`config.mk`:
```
export PLATFORM = sky130hd
export DESIGN_NAME = splittable_first_fit_packer_flat
export DESIGN_NICKNAME = d
export VERILOG_FILES = /design/src/rtl/core/spff_pkg.sv /design/src/rtl/core/spff_in_if.sv /design/src/rtl/core/spff_out_if.sv /design/src/rtl/core/spff_ctrl.sv /design/src/rtl/core/spff_dpath.sv /design/src/rtl/core/splittable_first_fit_packer.sv /design/src/flat_wrapper.sv
export VERILOG_INCLUDE_DIRS = /design/src /design/src/rtl/core
export SDC_FILE = /design/constraint.sdc
export NUM_CORES = 2
export LEC_CHECK = 0
export BUFFER_PORTS_ARGS = -buffer_cell sky130_fd_sc_hd__buf_4
export CELL_PAD_IN_SITES_DETAIL_PLACEMENT = 0
export CELL_PAD_IN_SITES_GLOBAL_PLACEMENT = 1
export CORE_MARGIN = 2
export CORE_UTILIZATION = 58
export CTS_CLUSTER_SIZE = 40
export DETAILED_ROUTE_END_ITERATION = 16
export PLACE_DENSITY_LB_ADDON = 0.1
export SETUP_SLACK_MARGIN = 0.3
export SLEW_MARGIN = 20
export SYNTH_ARGS = -nofsm -noshare
export SYNTH_HDL_FRONTEND = slang
export SYNTH_HIERARCHICAL = 1
export SYNTH_SLANG_ARGS = --single-unit
```
`constraint.sdc`:
```
create_clock -name clk -period 24 [get_ports clk]
set_clock_uncertainty 0.2 [all_clocks]
set_input_delay 4.8 -clock clk [delete_from_list [all_inputs] [get_ports clk]]
set_output_delay 4.8 -clock clk [all_outputs]
set_load 0.01 [all_outputs]
```
`src/rtl/core/splittable_first_fit_packer_macros.svh`:
```
// Assertion helpers shared by the packer modules.
// Each use expects clk and arst_n in scope.
`ifndef SPLITTABLE_FIRST_FIT_PACKER_MACROS_SVH
`define SPLITTABLE_FIRST_FIT_PACKER_MACROS_SVH

// same-cycle implication
`define SPFF_ASSERT_IMP(label, ante, cons, msg) \
	label: assert property (@(posedge clk) disable iff (!arst_n) (ante) |-> (cons)) \
		else $error(msg);

// next-cycle implication
`define SPFF_ASSERT_NXT(label, ante, cons, msg) \
	label: assert property (@(posedge clk) disable iff (!arst_n) (ante) |=> (cons)) \
		else $error(msg);

`endif

```
`src/rtl/core/spff_pkg.sv`:
```
package spff_pkg;

	localparam int OPCODE_W = 2;
	localparam int RIDX_W   = 3;
	localparam int LIDX_W   = 2;
	localparam int AMT_W    = 16;
	localparam int PWR_W    = 16;
	localparam int ADDED_W  = 22;
	localparam int TOTAL_W  = 32;
	localparam int VIS_W    = 4;
	localparam int ACT_W    = 4;

	localparam logic [ACT_W-1:0] ACT_RESET = 4'd8;

	localparam int DEF_MAX_ROUTERS      = 8;
	localparam int DEF_LINKS_PER_ROUTER = 4;

	localparam logic [OPCODE_W-1:0] OP_LOAD_ROUTER = 2'd0;
	localparam logic [OPCODE_W-1:0] OP_LOAD_LINK   = 2'd1;
	localparam logic [OPCODE_W-1:0] OP_FLOW        = 2'd2;

	typedef enum logic [2:0] {
		ST_CLEAR,
		ST_IDLE,
		ST_NEXT,
		ST_RTR,
		ST_LINK,
		ST_DONE
	} state_t;

	typedef struct packed {
		logic [AMT_W-1:0] spare;
		logic             in_use;
		logic [PWR_W-1:0] power;
	} entry_t;

	typedef struct packed {
		logic clr_step;
		logic start_flow;
		logic start_load;
		logic rtr_issue;
		logic rtr_step;
		logic link_step;
		logic capture;
	} cmd_t;

	typedef struct packed {
		logic clr_last;
		logic walk_stop;
		logic rtr_empty;
		logic spread_end;
	} sts_t;

endpackage

```
`src/rtl/core/spff_in_if.sv`:
```
interface spff_in_if;
	import spff_pkg::*;

	logic                valid;
	logic                ready;
	logic [OPCODE_W-1:0] opcode;
	logic [RIDX_W-1:0]   router_index;
	logic [LIDX_W-1:0]   link_index;
	logic [AMT_W-1:0]    amount;
	logic [PWR_W-1:0]    power_cost;

	modport source(output valid, opcode, router_index, link_index, amount, power_cost,
		input ready);
	modport sink(input valid, opcode, router_index, link_index, amount, power_cost,
		output ready);
endinterface

```
`src/rtl/core/spff_out_if.sv`:
```
interface spff_out_if;
	import spff_pkg::*;

	logic               valid;
	logic               ready;
	logic [AMT_W-1:0]   forwarded_amount;
	logic [AMT_W-1:0]   lost_amount;
	logic [ADDED_W-1:0] power_added;
	logic [TOTAL_W-1:0] objective_total;
	logic [VIS_W-1:0]   routers_visited;

	modport source(output valid, forwarded_amount, lost_amount, power_added,
		objective_total, routers_visited, input ready);
	modport sink(input valid, forwarded_amount, lost_amount, power_added,
		objective_total, routers_visited, output ready);
endinterface

```
`src/rtl/core/spff_ctrl.sv`:
```
`include "splittable_first_fit_packer_macros.svh"

module spff_ctrl (
	input  logic                         clk,
	input  logic                         arst_n,
	input  logic                         in_valid,
	output logic                         in_ready,
	input  logic [spff_pkg::OPCODE_W-1:0] in_opcode,
	output logic                         out_valid,
	input  logic                         out_ready,
	output spff_pkg::cmd_t               cmd,
	input  spff_pkg::sts_t               sts
);
	import spff_pkg::*;

	state_t state_q, state_d;
	logic   out_valid_q;
	logic   in_xfer;

	assign in_xfer   = in_valid && in_ready;
	assign out_valid = out_valid_q;

	always_ff @(posedge clk or negedge arst_n) begin
		if (!arst_n) begin
			state_q     <= ST_CLEAR;
			out_valid_q <= 1'b0;
		end else begin
			state_q <= state_d;
			if (cmd.capture) begin
				out_valid_q <= 1'b1;
			end else if (out_ready) begin
				out_valid_q <= 1'b0;
			end
		end
	end

	always_comb begin
		state_d = state_q;
		case (state_q)
			ST_CLEAR: begin
				if (sts.clr_last) state_d = ST_IDLE;
			end
			ST_IDLE: begin
				if (in_xfer) state_d = (in_opcode == OP_FLOW) ? ST_NEXT : ST_DONE;
			end
			ST_NEXT: begin
				state_d = sts.walk_stop ? ST_DONE : ST_RTR;
			end
			ST_RTR: begin
				state_d = sts.rtr_empty ? ST_NEXT : ST_LINK;
			end
			ST_LINK: begin
				if (sts.spread_end) state_d = ST_NEXT;
			end
			ST_DONE: begin
				if (!out_valid_q || out_ready) state_d = ST_IDLE;
			end
			default: state_d = ST_CLEAR;
		endcase
	end

	always_comb begin
		cmd      = '0;
		in_ready = 1'b0;
		case (state_q)
			ST_CLEAR: cmd.clr_step = 1'b1;
			ST_IDLE: begin
				in_ready = 1'b1;
				if (in_xfer) begin
					cmd.start_flow = (in_opcode == OP_FLOW);
					cmd.start_load = (in_opcode != OP_FLOW);
				end
			end
			ST_NEXT: cmd.rtr_issue = !sts.walk_stop;
			ST_RTR:  cmd.rtr_step  = 1'b1;
			ST_LINK: cmd.link_step = 1'b1;
			ST_DONE: cmd.capture   = !out_valid_q || out_ready;
			default: cmd = '0;
		endcase
	end

	`SPFF_ASSERT_NXT(a_flow_walks, in_xfer && in_opcode == OP_FLOW, state_q == ST_NEXT, "flow did not start its walk")
	`SPFF_ASSERT_NXT(a_capture_valid, cmd.capture, out_valid_q, "captured result not presented")
	`SPFF_ASSERT_IMP(a_link_order, state_q == ST_LINK, $past(state_q) == ST_RTR || $past(state_q) == ST_LINK, "link step without router step")

endmodule

```
`src/rtl/core/spff_dpath.sv`:
```
`include "splittable_first_fit_packer_macros.svh"

module spff_dpath #(
	parameter int MAX_ROUTERS      = spff_pkg::DEF_MAX_ROUTERS,
	parameter int LINKS_PER_ROUTER = spff_pkg::DEF_LINKS_PER_ROUTER
) (
	input  logic                          clk,
	input  logic                          arst_n,
	input  logic                          cfg_we,
	input  logic [spff_pkg::ACT_W-1:0]    cfg_wdata,
	input  logic [spff_pkg::OPCODE_W-1:0] in_opcode,
	input  logic [spff_pkg::RIDX_W-1:0]   in_router_index,
	input  logic [spff_pkg::LIDX_W-1:0]   in_link_index,
	input  logic [spff_pkg::AMT_W-1:0]    in_amount,
	input  logic [spff_pkg::PWR_W-1:0]    in_power_cost,
	input  spff_pkg::cmd_t                cmd,
	output spff_pkg::sts_t                sts,
	output logic [spff_pkg::AMT_W-1:0]    forwarded_amount,
	output logic [spff_pkg::AMT_W-1:0]    lost_amount,
	output logic [spff_pkg::ADDED_W-1:0]  power_added,
	output logic [spff_pkg::TOTAL_W-1:0]  objective_total,
	output logic [spff_pkg::VIS_W-1:0]    routers_visited
);
	import spff_pkg::*;

	localparam int NLINKS = MAX_ROUTERS * LINKS_PER_ROUTER;
	localparam int RIW    = (MAX_ROUTERS > 1) ? $clog2(MAX_ROUTERS) : 1;
	localparam int RCW    = $clog2(MAX_ROUTERS + 1);
	localparam int LIW    = (LINKS_PER_ROUTER > 1) ? $clog2(LINKS_PER_ROUTER) : 1;
	localparam int KW     = (NLINKS > 1) ? $clog2(NLINKS) : 1;
	localparam int CW     = (RCW > ACT_W) ? RCW : ACT_W;

	entry_t rtr_mem_q [MAX_ROUTERS];
	entry_t lnk_mem_q [NLINKS];
	entry_t rtr_rd_q, lnk_rd_q;

	logic             rtr_we, rtr_re, lnk_we, lnk_re;
	logic [RIW-1:0]   rtr_wa, rtr_ra;
	logic [KW-1:0]    lnk_wa, lnk_ra;
	entry_t           rtr_wd, lnk_wd;

	logic [ACT_W-1:0]   act_q;
	logic [KW-1:0]      clr_q;
	logic [TOTAL_W-1:0] total_q;
	logic [ADDED_W-1:0] added_q;
	logic [AMT_W-1:0]   load_q, part_q, fwd_q;
	logic               partial_q;
	logic [VIS_W-1:0]   visited_q;
	logic [RCW-1:0]     r_q;
	logic [LIW-1:0]     l_q;

	logic [AMT_W-1:0]   fwd_out_q, lost_out_q;
	logic [ADDED_W-1:0] added_out_q;
	logic [TOTAL_W-1:0] total_out_q;
	logic [VIS_W-1:0]   visited_out_q;

	logic [CW-1:0]      n_eff;
	logic               clr_rtr;
	logic               rtr_full, rtr_empty;
	logic [AMT_W-1:0]   take;
	logic [AMT_W:0]     fwd_sum;
	logic [AMT_W-1:0]   fwd_nxt;
	logic               lnk_fit, lnk_empty;
	logic [AMT_W-1:0]   part_nxt;
	logic               spread_end;
	logic               chg_en;
	logic [PWR_W-1:0]   chg_p;
	logic [ADDED_W:0]   added_sum;
	logic [TOTAL_W:0]   total_sum;
	logic               ld_rtr_ok, ld_lnk_ok;

	assign n_eff = (CW'(act_q) > CW'(MAX_ROUTERS)) ? CW'(MAX_ROUTERS) : CW'(act_q);
	assign clr_rtr = ((KW + 1)'(clr_q) < (KW + 1)'(MAX_ROUTERS));

	// router step
	assign rtr_empty = (rtr_rd_q.spare == '0);
	assign rtr_full  = (load_q >= rtr_rd_q.spare);
	assign take      = rtr_full ? rtr_rd_q.spare : load_q;
	assign fwd_sum   = (AMT_W + 1)'(fwd_q) + (AMT_W + 1)'(take);
	assign fwd_nxt   = fwd_sum[AMT_W] ? '1 : fwd_sum[AMT_W-1:0];

	// link step: first fit of the remaining part
	assign lnk_empty  = (lnk_rd_q.spare == '0);
	assign lnk_fit    = (part_q >= lnk_rd_q.spare);
	assign part_nxt   = lnk_empty ? part_q : (lnk_fit ? part_q - lnk_rd_q.spare : '0);
	assign spread_end = (part_nxt == '0) || (l_q == LIW'(LINKS_PER_ROUTER - 1));

	// one saturating charge per cycle: router power or link power
	always_comb begin
		chg_en = 1'b0;
		chg_p  = rtr_rd_q.power;
		if (cmd.rtr_step) begin
			chg_en = !rtr_empty && !rtr_rd_q.in_use;
			chg_p  = rtr_rd_q.power;
		end else if (cmd.link_step) begin
			chg_en = !lnk_empty && !lnk_rd_q.in_use;
			chg_p  = lnk_rd_q.power;
		end
	end

	assign added_sum = (ADDED_W + 1)'(added_q) + (ADDED_W + 1)'(chg_p);
	assign total_sum = (TOTAL_W + 1)'(total_q) + (TOTAL_W + 1)'(chg_p);

	assign ld_rtr_ok = (in_opcode == OP_LOAD_ROUTER) && (int'(in_router_index) < MAX_ROUTERS);
	assign ld_lnk_ok = (in_opcode == OP_LOAD_LINK) && (int'(in_router_index) < MAX_ROUTERS)
		&& (int'(in_link_index) < LINKS_PER_ROUTER);

	always_comb begin
		rtr_we = 1'b0;
		rtr_wa = RIW'(clr_q);
		rtr_wd = '0;
		lnk_we = 1'b0;
		lnk_wa = clr_q;
		lnk_wd = '0;
		if (cmd.clr_step) begin
			rtr_we = clr_rtr;
			lnk_we = 1'b1;
		end else if (cmd.start_load) begin
			rtr_we = ld_rtr_ok;
			rtr_wa = RIW'(in_router_index);
			rtr_wd = '{spare: in_amount, in_use: 1'b0, power: in_power_cost};
			lnk_we = ld_lnk_ok;
			lnk_wa = KW'(int'(in_router_index) * LINKS_PER_ROUTER + int'(in_link_index));
			lnk_wd = '{spare: in_amount, in_use: 1'b0, power: in_power_cost};
		end else if (cmd.rtr_step) begin
			rtr_we = !rtr_empty;
			rtr_wa = r_q[RIW-1:0];
			rtr_wd = '{spare: rtr_full ? '0 : rtr_rd_q.spare - load_q, in_use: 1'b1,
				power: rtr_rd_q.power};
		end else if (cmd.link_step) begin
			lnk_we = !lnk_empty;
			lnk_wa = KW'(int'(r_q) * LINKS_PER_ROUTER + int'(l_q));
			lnk_wd = '{spare: lnk_fit ? '0 : lnk_rd_q.spare - part_q, in_use: 1'b1,
				power: lnk_rd_q.power};
		end
	end

	// prefetch link zero with the router; later links one per cycle
	assign rtr_re = cmd.rtr_issue;
	assign rtr_ra = r_q[RIW-1:0];
	assign lnk_re = cmd.rtr_issue || (cmd.link_step && !spread_end);
	assign lnk_ra = cmd.rtr_issue ? KW'(int'(r_q) * LINKS_PER_ROUTER)
		: KW'(int'(r_q) * LINKS_PER_ROUTER + int'(l_q) + 1);

	always_ff @(posedge clk) begin
		if (rtr_we) rtr_mem_q[rtr_wa] <= rtr_wd;
		if (rtr_re) rtr_rd_q <= rtr_mem_q[rtr_ra];
	end

	always_ff @(posedge clk) begin
		if (lnk_we) lnk_mem_q[lnk_wa] <= lnk_wd;
		if (lnk_re) lnk_rd_q <= lnk_mem_q[lnk_ra];
	end

	always_ff @(posedge clk or negedge arst_n) begin
		if (!arst_n) begin
			act_q   <= ACT_RESET;
			clr_q   <= '0;
			total_q <= '0;
		end else begin
			if (cfg_we) act_q <= cfg_wdata;
			if (cmd.clr_step) clr_q <= clr_q + 1'b1;
			if (chg_en) total_q <= total_sum[TOTAL_W] ? '1 : total_sum[TOTAL_W-1:0];
		end
	end

	always_ff @(posedge clk) begin
		if (chg_en) added_q <= added_sum[ADDED_W] ? '1 : added_sum[ADDED_W-1:0];
		if (cmd.start_flow || cmd.start_load) begin
			load_q    <= cmd.start_flow ? in_amount : '0;
			fwd_q     <= '0;
			added_q   <= '0;
			visited_q <= '0;
			r_q       <= '0;
			l_q       <= '0;
		end
		if (cmd.rtr_issue) visited_q <= visited_q + 1'b1;
		if (cmd.rtr_step) begin
			if (rtr_empty) begin
				r_q <= r_q + 1'b1;
			end else begin
				if (rtr_full) load_q <= load_q - rtr_rd_q.spare;
				part_q    <= take;
				partial_q <= !rtr_full;
				fwd_q     <= fwd_nxt;
				l_q       <= '0;
			end
		end
		if (cmd.link_step) begin
			part_q <= part_nxt;
			if (spread_end) begin
				// partial take: the load drops only by what the links absorbed
				if (partial_q) load_q <= part_nxt;
				r_q <= r_q + 1'b1;
				l_q <= '0;
			end else begin
				l_q <= l_q + 1'b1;
			end
		end
		if (cmd.capture) begin
			fwd_out_q     <= fwd_q;
			lost_out_q    <= load_q;
			added_out_q   <= added_q;
			total_out_q   <= total_q;
			visited_out_q <= visited_q;
		end
	end

	assign sts.clr_last   = (clr_q == KW'(NLINKS - 1));
	assign sts.walk_stop  = (load_q == '0) || (CW'(r_q) >= n_eff);
	assign sts.rtr_empty  = rtr_empty;
	assign sts.spread_end = spread_end;

	assign forwarded_amount = fwd_out_q;
	assign lost_amount      = lost_out_q;
	assign power_added      = added_out_q;
	assign objective_total  = total_out_q;
	assign routers_visited  = visited_out_q;

	`SPFF_ASSERT_IMP(a_issue_in_range, cmd.rtr_issue, CW'(r_q) < n_eff, "router read past active range")
	`SPFF_ASSERT_IMP(a_spread_nonzero, cmd.link_step, part_q != '0, "link step with nothing to spread")

endmodule

```
`src/rtl/core/splittable_first_fit_packer.sv`:
```
// channel   modport  transfer moves
// in_ch     sink     opcode, router_index, link_index, amount, power_cost
// out_ch    source   forwarded_amount, lost_amount, power_added, objective_total,
//                    routers_visited
// cfg       write    active_routers (cfg_we, cfg_wdata)
//
// A load writes its table entry at the input transfer, then waits in DONE
// until its result can be captured. A flow passes NEXT and RTR for each router
// reached and LINK for each link visited (the router and link memories each
// give one registered read per cycle), then captures its result in DONE.
// After reset a clearing pass over all MAX_ROUTERS * LINKS_PER_ROUTER link entries
// zeroes both memories; in_ch.ready stays low until it ends.
// One item at a time; the next is accepted while a result waits in out_ch.
module splittable_first_fit_packer #(
	parameter int MAX_ROUTERS      = spff_pkg::DEF_MAX_ROUTERS,
	parameter int LINKS_PER_ROUTER = spff_pkg::DEF_LINKS_PER_ROUTER
) (
	input  logic                       clk,
	input  logic                       arst_n,
	spff_in_if.sink                    in_ch,
	spff_out_if.source                 out_ch,
	input  logic                       cfg_we,
	input  logic [spff_pkg::ACT_W-1:0] cfg_wdata
);
	import spff_pkg::*;

	cmd_t cmd;
	sts_t sts;

	spff_ctrl u_ctrl (
		.clk       (clk),
		.arst_n    (arst_n),
		.in_valid  (in_ch.valid),
		.in_ready  (in_ch.ready),
		.in_opcode (in_ch.opcode),
		.out_valid (out_ch.valid),
		.out_ready (out_ch.ready),
		.cmd       (cmd),
		.sts       (sts)
	);

	spff_dpath #(
		.MAX_ROUTERS      (MAX_ROUTERS),
		.LINKS_PER_ROUTER (LINKS_PER_ROUTER)
	) u_dpath (
		.clk              (clk),
		.arst_n           (arst_n),
		.cfg_we           (cfg_we),
		.cfg_wdata        (cfg_wdata),
		.in_opcode        (in_ch.opcode),
		.in_router_index  (in_ch.router_index),
		.in_link_index    (in_ch.link_index),
		.in_amount        (in_ch.amount),
		.in_power_cost    (in_ch.power_cost),
		.cmd              (cmd),
		.sts              (sts),
		.forwarded_amount (out_ch.forwarded_amount),
		.lost_amount      (out_ch.lost_amount),
		.power_added      (out_ch.power_added),
		.objective_total  (out_ch.objective_total),
		.routers_visited  (out_ch.routers_visited)
	);

endmodule

```
`src/flat_wrapper.sv`:
```
// flat-port wrapper written by rule: the top's interface ports become plain ports
module splittable_first_fit_packer_flat import spff_pkg::*;
#(
	parameter int MAX_ROUTERS      = spff_pkg::DEF_MAX_ROUTERS,
	parameter int LINKS_PER_ROUTER = spff_pkg::DEF_LINKS_PER_ROUTER
)
  (clk, arst_n, cfg_we, cfg_wdata, in_ch_valid, in_ch_opcode, in_ch_router_index, in_ch_link_index, in_ch_amount, in_ch_power_cost, in_ch_ready, out_ch_valid, out_ch_forwarded_amount, out_ch_lost_amount, out_ch_power_added, out_ch_objective_total, out_ch_routers_visited, out_ch_ready);
  spff_in_if in_ch_i ();
  spff_out_if out_ch_i ();
  input  logic clk;
  input  logic arst_n;
  input  logic cfg_we;
  input  logic [spff_pkg::ACT_W-1:0] cfg_wdata;
  input wire logic [$bits(in_ch_i.valid)-1:0] in_ch_valid;
  input wire logic [$bits(in_ch_i.opcode)-1:0] in_ch_opcode;
  input wire logic [$bits(in_ch_i.router_index)-1:0] in_ch_router_index;
  input wire logic [$bits(in_ch_i.link_index)-1:0] in_ch_link_index;
  input wire logic [$bits(in_ch_i.amount)-1:0] in_ch_amount;
  input wire logic [$bits(in_ch_i.power_cost)-1:0] in_ch_power_cost;
  output wire logic [$bits(in_ch_i.ready)-1:0] in_ch_ready;
  output wire logic [$bits(out_ch_i.valid)-1:0] out_ch_valid;
  output wire logic [$bits(out_ch_i.forwarded_amount)-1:0] out_ch_forwarded_amount;
  output wire logic [$bits(out_ch_i.lost_amount)-1:0] out_ch_lost_amount;
  output wire logic [$bits(out_ch_i.power_added)-1:0] out_ch_power_added;
  output wire logic [$bits(out_ch_i.objective_total)-1:0] out_ch_objective_total;
  output wire logic [$bits(out_ch_i.routers_visited)-1:0] out_ch_routers_visited;
  input wire logic [$bits(out_ch_i.ready)-1:0] out_ch_ready;
  assign in_ch_i.valid = in_ch_valid;
  assign in_ch_i.opcode = in_ch_opcode;
  assign in_ch_i.router_index = in_ch_router_index;
  assign in_ch_i.link_index = in_ch_link_index;
  assign in_ch_i.amount = in_ch_amount;
  assign in_ch_i.power_cost = in_ch_power_cost;
  assign in_ch_ready = in_ch_i.ready;
  assign out_ch_valid = out_ch_i.valid;
  assign out_ch_forwarded_amount = out_ch_i.forwarded_amount;
  assign out_ch_lost_amount = out_ch_i.lost_amount;
  assign out_ch_power_added = out_ch_i.power_added;
  assign out_ch_objective_total = out_ch_i.objective_total;
  assign out_ch_routers_visited = out_ch_i.routers_visited;
  assign out_ch_i.ready = out_ch_ready;
  splittable_first_fit_packer #(.MAX_ROUTERS(MAX_ROUTERS), .LINKS_PER_ROUTER(LINKS_PER_ROUTER)) u_core (.clk(clk), .arst_n(arst_n), .in_ch(in_ch_i), .out_ch(out_ch_i), .cfg_we(cfg_we), .cfg_wdata(cfg_wdata));
endmodule
```
## Word level (Yosys, flattened, before mapping)

Memories as Yosys holds them, arrays and structs flattened. A register that Yosys moved wholly into a read port is not among the register bits.
Index checks and enable logic that the tools add are counted.
W data, S select, Z words.

- Flip-flop bits (word level): 216
- Latch bits: 0
- RAM bits: 1320
- Memory bits (read-only): 0
- Input bits: 48
- Output and inout port bits: 92
- Memories kept: 2

- $add $sub $neg: 14
- Multipliers: 0
- Divide/modulo/power cells: 0
- Order comparisons: 5
- Equal/unequal tests: 15
- Shifts and indexed selects: 0
- Muxes and demuxes: 83
- Bitwise gates (word level): 1
- Reduce and logical (&&, ||, !) cells: 29

Memory list:

| name | depth | bits a word | read ports | clocked after Yosys merged registers in | wr ports | line | RTL |
|---|---|---|---|---|---|---|---|
| u_core.u_dpath.lnk_mem_q | 32 | 33 | 1 | 1 | 1 | spff_dpath.sv:34 | `entry_t lnk_mem_q [NLINKS];` |
| u_core.u_dpath.rtr_mem_q | 8 | 33 | 1 | 1 | 1 | spff_dpath.sv:33 | `entry_t rtr_mem_q [MAX_ROUTERS];` |

Operators with widths:

| cell | number |
|---|---|
| $mux W16 | 22 |
| $mux W33 | 7 |
| $logic_not A16 Y1 | 4 |
| $sub A16 B16 Y16 | 4 |
| $add A32 B16 Y33 | 1 |
| $ge A16 B16 Y1 | 2 |
| $mux W32 | 1 |
| $mux W4 | 8 |
| $mux W3 | 10 |
| $mux W5 | 5 |
| $add A22 B16 Y23 | 1 |
| $mux W22 | 1 |
| $mux W1 | 21 |
| $pmux W3 S6 | 1 |
| $add A16 B16 Y17 | 1 |
| $mux W2 | 7 |
| $add A5 B1 Y5 const B | 2 |
| $add A5 B2 Y5 | 2 |
| $ne A2 B2 Y1 const B | 5 |
| $add A4 B1 Y4 const B | 2 |
| $logic_not A1 Y1 | 8 |
| $eq A3 B2 Y1 const B | 2 |
| $eq A3 B3 Y1 const B | 2 |
| $reduce_bool A2 Y1 | 3 |
| 16 further kinds | 25 |

## Longest topological paths before layout

- Depth after elaboration: 13
- Depth in mapped cells: 26
- Mapped depth without buffers: 24

## Hierarchy

Netlist, hierarchy kept.

By module, submodules not included:

| module | instances | cells an instance | area each (um^2) | seq. area each (um^2) |
|---|---|---|---|---|
| spff_dpath | 1 | 4028 | 66737.8 | 47181.5 |
| spff_ctrl | 1 | 42 | 322.8 | 100.1 |

## Worst setup path before layout

No wires, ideal clock.

- Path kind: in2reg
- From: input port out_ch_ready
- To: register u_core.u_dpath.fwd_out_q[0] (netlist: u_core/u_dpath/forwarded_amount[0]), enable pin
- Arrival: 8609 ps
- Required time: 23261 ps
- Path slack: 14652 ps
- Stages on the path: 2
- Buffers on the path: 0
- Path through: nor2b_1 nor2_1

RTL lines:

| what | line | RTL |
|---|---|---|
| start: declaration | flat_wrapper.sv:27 | `input wire logic [$bits(out_ch_i.ready)-1:0] out_ch_ready;` |
| end signal: assignment | spff_dpath.sv:201 | `fwd_out_q <= fwd_q;` |
| end: declaration | spff_dpath.sv:52 | `logic [AMT_W-1:0] fwd_out_q, lost_out_q;` |

==> flow_summary.ini <==
[floorplanning]
die_h_um = 344.0
die_area_mm2 = 0.1184
coreArea_mm2 = 0.1145
rows = 124
num_io_pins = 140
initial_utilization_pct = 58.57
die_width_um = 344.0

[clock_network]
cts_tree = built
root_buffer = clkbuf_16
ctsHoldBuffers = 0
clk_pin_slew_ps = 60
h-tree-depth = 4
clk_path_buf_depth = 3
cts_setup_buffers = 0
cts_sinks = 1602
ctsResizeCount = 0
clk_latency_ps = 790
cts_buffers = 160

[synthesis]
synth_xor_area_share_pct = 1.213
synth_cell_types = 81
synthTopCellsByCount = 1497 x edfxtp_1, 264 x mux4_2, 247 x o21ai_0
async_reset_ff_share_pct = 2.809
synth_area_leaders = edfxtp_1 67%, mux4_2 8.9%, ha_1 2.2%
synthCells = 4070
synth.avg_cell_area_um2 = 16.48
synth_top_area_share_pct = 67.03
synth_nets = 4244
synth-compound-area-share_pct = 8.504
synthAdderAreaFrac_pct = 2.429
synth_top_cell_by_area = edfxtp_1
synth_warnings = 6
netlist_area_mm2 = 0.06706
synth-seq-cells = 1602
synth_edf_count = 1497
synth.most_common_cell = edfxtp_1
synth-simple-area-share_pct = 4.312
synth_top_family_by_area = multiplexers
yosysSeqAreaShare_pct = 70.51
synth_flop_cell = edfxtp_1
synth_mux_area_share_pct = 10.97

[run_status]
status = complete, no violations

[sta]
maxSlewHeadroom_pct = 20.14
hold_violations = 0
final_max_slew_viol_count = 0
finalSetupViolations = 0
clock.fmax_ghz = 0.1156
setup_tns_ps = 0
rsz0062_at_grt = false
tightest_slew_ps = 1196
period_minus_slack_ps = 8648
finalCritPeriodShare_pct = 36.03

[setup_path]
cp-end-kind = register
startpoint_type = input port
worstPathArrival_ps = 8880
critPathMaxFanout = 68
required_ps = 24240
worstSetupPathType = in -> reg

[cells_and_area]
area_growth_pct = 12.36
final_cell_area_mm2 = 0.07535
fin_cells = 5863
antenna_cells = 0
drive_gt1_share_pct = 20.75
fin_nets = 4392

[power]
combPwrFrac_pct = 34.8
clock_power_share_pct = 24.9
p_total_mw = 9.439
power.share.switching_pct = 34.05
power.density_mw_per_mm2 = 125.3
p_seq_share_pct = 40.2
p_int_mw = 6.225
power.switching_mw = 3.214
p_leak_nw = 25.23
peakVddDrop_uv = 157.4

[place]
port_buffers = 139
post_dp_cell_area_mm2 = 0.07032
routabilityCongestion = 0.9101
dp_cells = 5567
hpwl_mm = 100.3

[grt]
met3_usage_pct = 4.332
met2_usage_pct = 44.48
grt_start_max_net_pins = 175
grt_usage_pct = 28.49
busiest_layer = met2
antenna_found_initial = 4
grt_pass1_vias = 37130
grt_overflow_total = 0
grt_pass1_wl_mm = 245.0
use_met1_pct = 41.25

[detailed_routing]
drtPass1Iterations = 7
ant_nets = 0
drc = 0
post_drt_wl_per_cell_um = 28.62
via_count = 38230
first_iter_violations = 4447
wl_mm = 167.8
drt-vias-per-instance = 6.520

[hold_path]
hold_class = reg -> reg

[job]
maxCapViolCount = 0
[metal layers]
layer  routed length [µm]  vias up
met2                79780     1688
met1                68830    19590
li1                     -    16650
met5                   26        -
met3                13090      295
met4                 6081        4
[sequential cells by signal (all words and copies together) (netlist names), 22 cells and up]
signal / count
u_core/u_dpath/objective_total: 32
u_core/u_dpath/rtr_rd_q: 33
u_core/u_dpath/total_q: 32
u_core/u_dpath/power_added: 22
u_core/u_dpath/lnk_mem_q: 1056
u_core/u_dpath/lnk_rd_q: 33
u_core/u_dpath/rtr_mem_q: 264
u_core/u_dpath/added_q: 22
[power groups by stage]
stage / Sequential (mW) / Combinational, mW / Clock [mW]
floorplan: 3.78 / 2.25 / 0
global placement: 3.84 / 3.22 / 0
finish: 3.80 / 3.29 / 2.35
global route: 3.83 / 3.54 / 2.49
CTS: 3.80 / 3.27 / 2.39
detailed placement: 3.85 / 3.25 / 0
[stage by stage]
step / setup WS (ps) / hold WS (ps) / util [%]
after floorplan: 14650 / 224.9 / -
after global placement: 14830 / 236.0 / 61.38
after detailed placement: 14680 / 233.4 / 61.41
after CTS: 15510 / 247.6 / 65.71
after global routing: 15130 / 262.3 / 65.81
final: 15350 / 245.9 / 65.81
[area by class of cell]
class / instances / area [µm²]
Sequential cell: 1602 / 47290
Fill cell: 7881 / 39150
Multi-Input combinational cell: 2113 / 19010
Clock buffer: 222 / 4384
Tap cell: 1512 / 1892
Timing Repair Buffer: 231 / 1824
Clock inverter: 73 / 531.8
Inverter: 110 / 420.4
[final timing paths]
check                                            start  slack [ps]                                  to  depth (start not counted)
hold reg to reg             u_core/u_dpath/total_q[24]         250  u_core/u_dpath/objective_total[24]                          0
setup / recovery                       in_ch_opcode[1]       15350     u_core/u_dpath/lnk_mem_q[9][32]                         12
min in group asynchronous                       arst_n        3860           u_core/u_dpath/total_q[8]                          1
hold / removal              u_core/u_dpath/total_q[24]         250  u_core/u_dpath/objective_total[24]                          0
setup reg to reg           u_core/u_dpath/rtr_rd_q[19]       16830             u_core/u_dpath/fwd_q[1]                         23
max in group asynchronous                       arst_n       19220             u_core/u_dpath/clr_q[2]                          1
[worst max-delay path, stage by stage]
cell and delay (ps):
buf_4 110, nor2b_1 200, nor2_4 350, buf_4 650
nor2_1 220, a22oi_1 230, nor2_1 60, a21oi_1 530
nor2b_1 250, nand2_1 240, nor2_4 680, buf_4 470
[cell usage in the layout (no fill, tap or decap), drive strengths merged, types with 8 or more instances in the layout]
cell	Yosys	routed
o221ai	134	134
nor4	23	23
dfxtp	60	60
edfxtp	1497	1497
o211ai	8	8
o21ai	249	249
mux2	89	89
nand4	12	12
a22oi	17	17
o22ai	134	134
nand2b	31	31
mux2i	41	41
a21oi	175	175
nand2	193	193
and2	12	12
xor2	42	42
clkinv	1	60
a21o	27	27
nand3	29	29
dfrtp	44	44
or3	15	15
xnor2	50	50
a21boi	8	8
o21bai	14	14
buf	60	231
clkbuf	185	222
inv	109	114
a31oi	34	34
nor2	156	156
o21a	13	13
ha	119	119
or2	9	9
mux4	264	264
nor2b	37	37
a211oi	11	11
nor3	50	50
o31ai	8	8
and3	24	24
[cell families (layout without fill, tap and decap cells)]
family,count (synthesis),count (layout)
flip-flops,1602,1602
AND/OR/NAND/NOR,611,611
AO/OA/AOI/OAI,890,890
multiplexers,394,394
adder cells (fa/ha/maj),126,126
XOR/XNOR,92,92
buffers and inverters,355,636
Power figures use the tool's default switching activity.
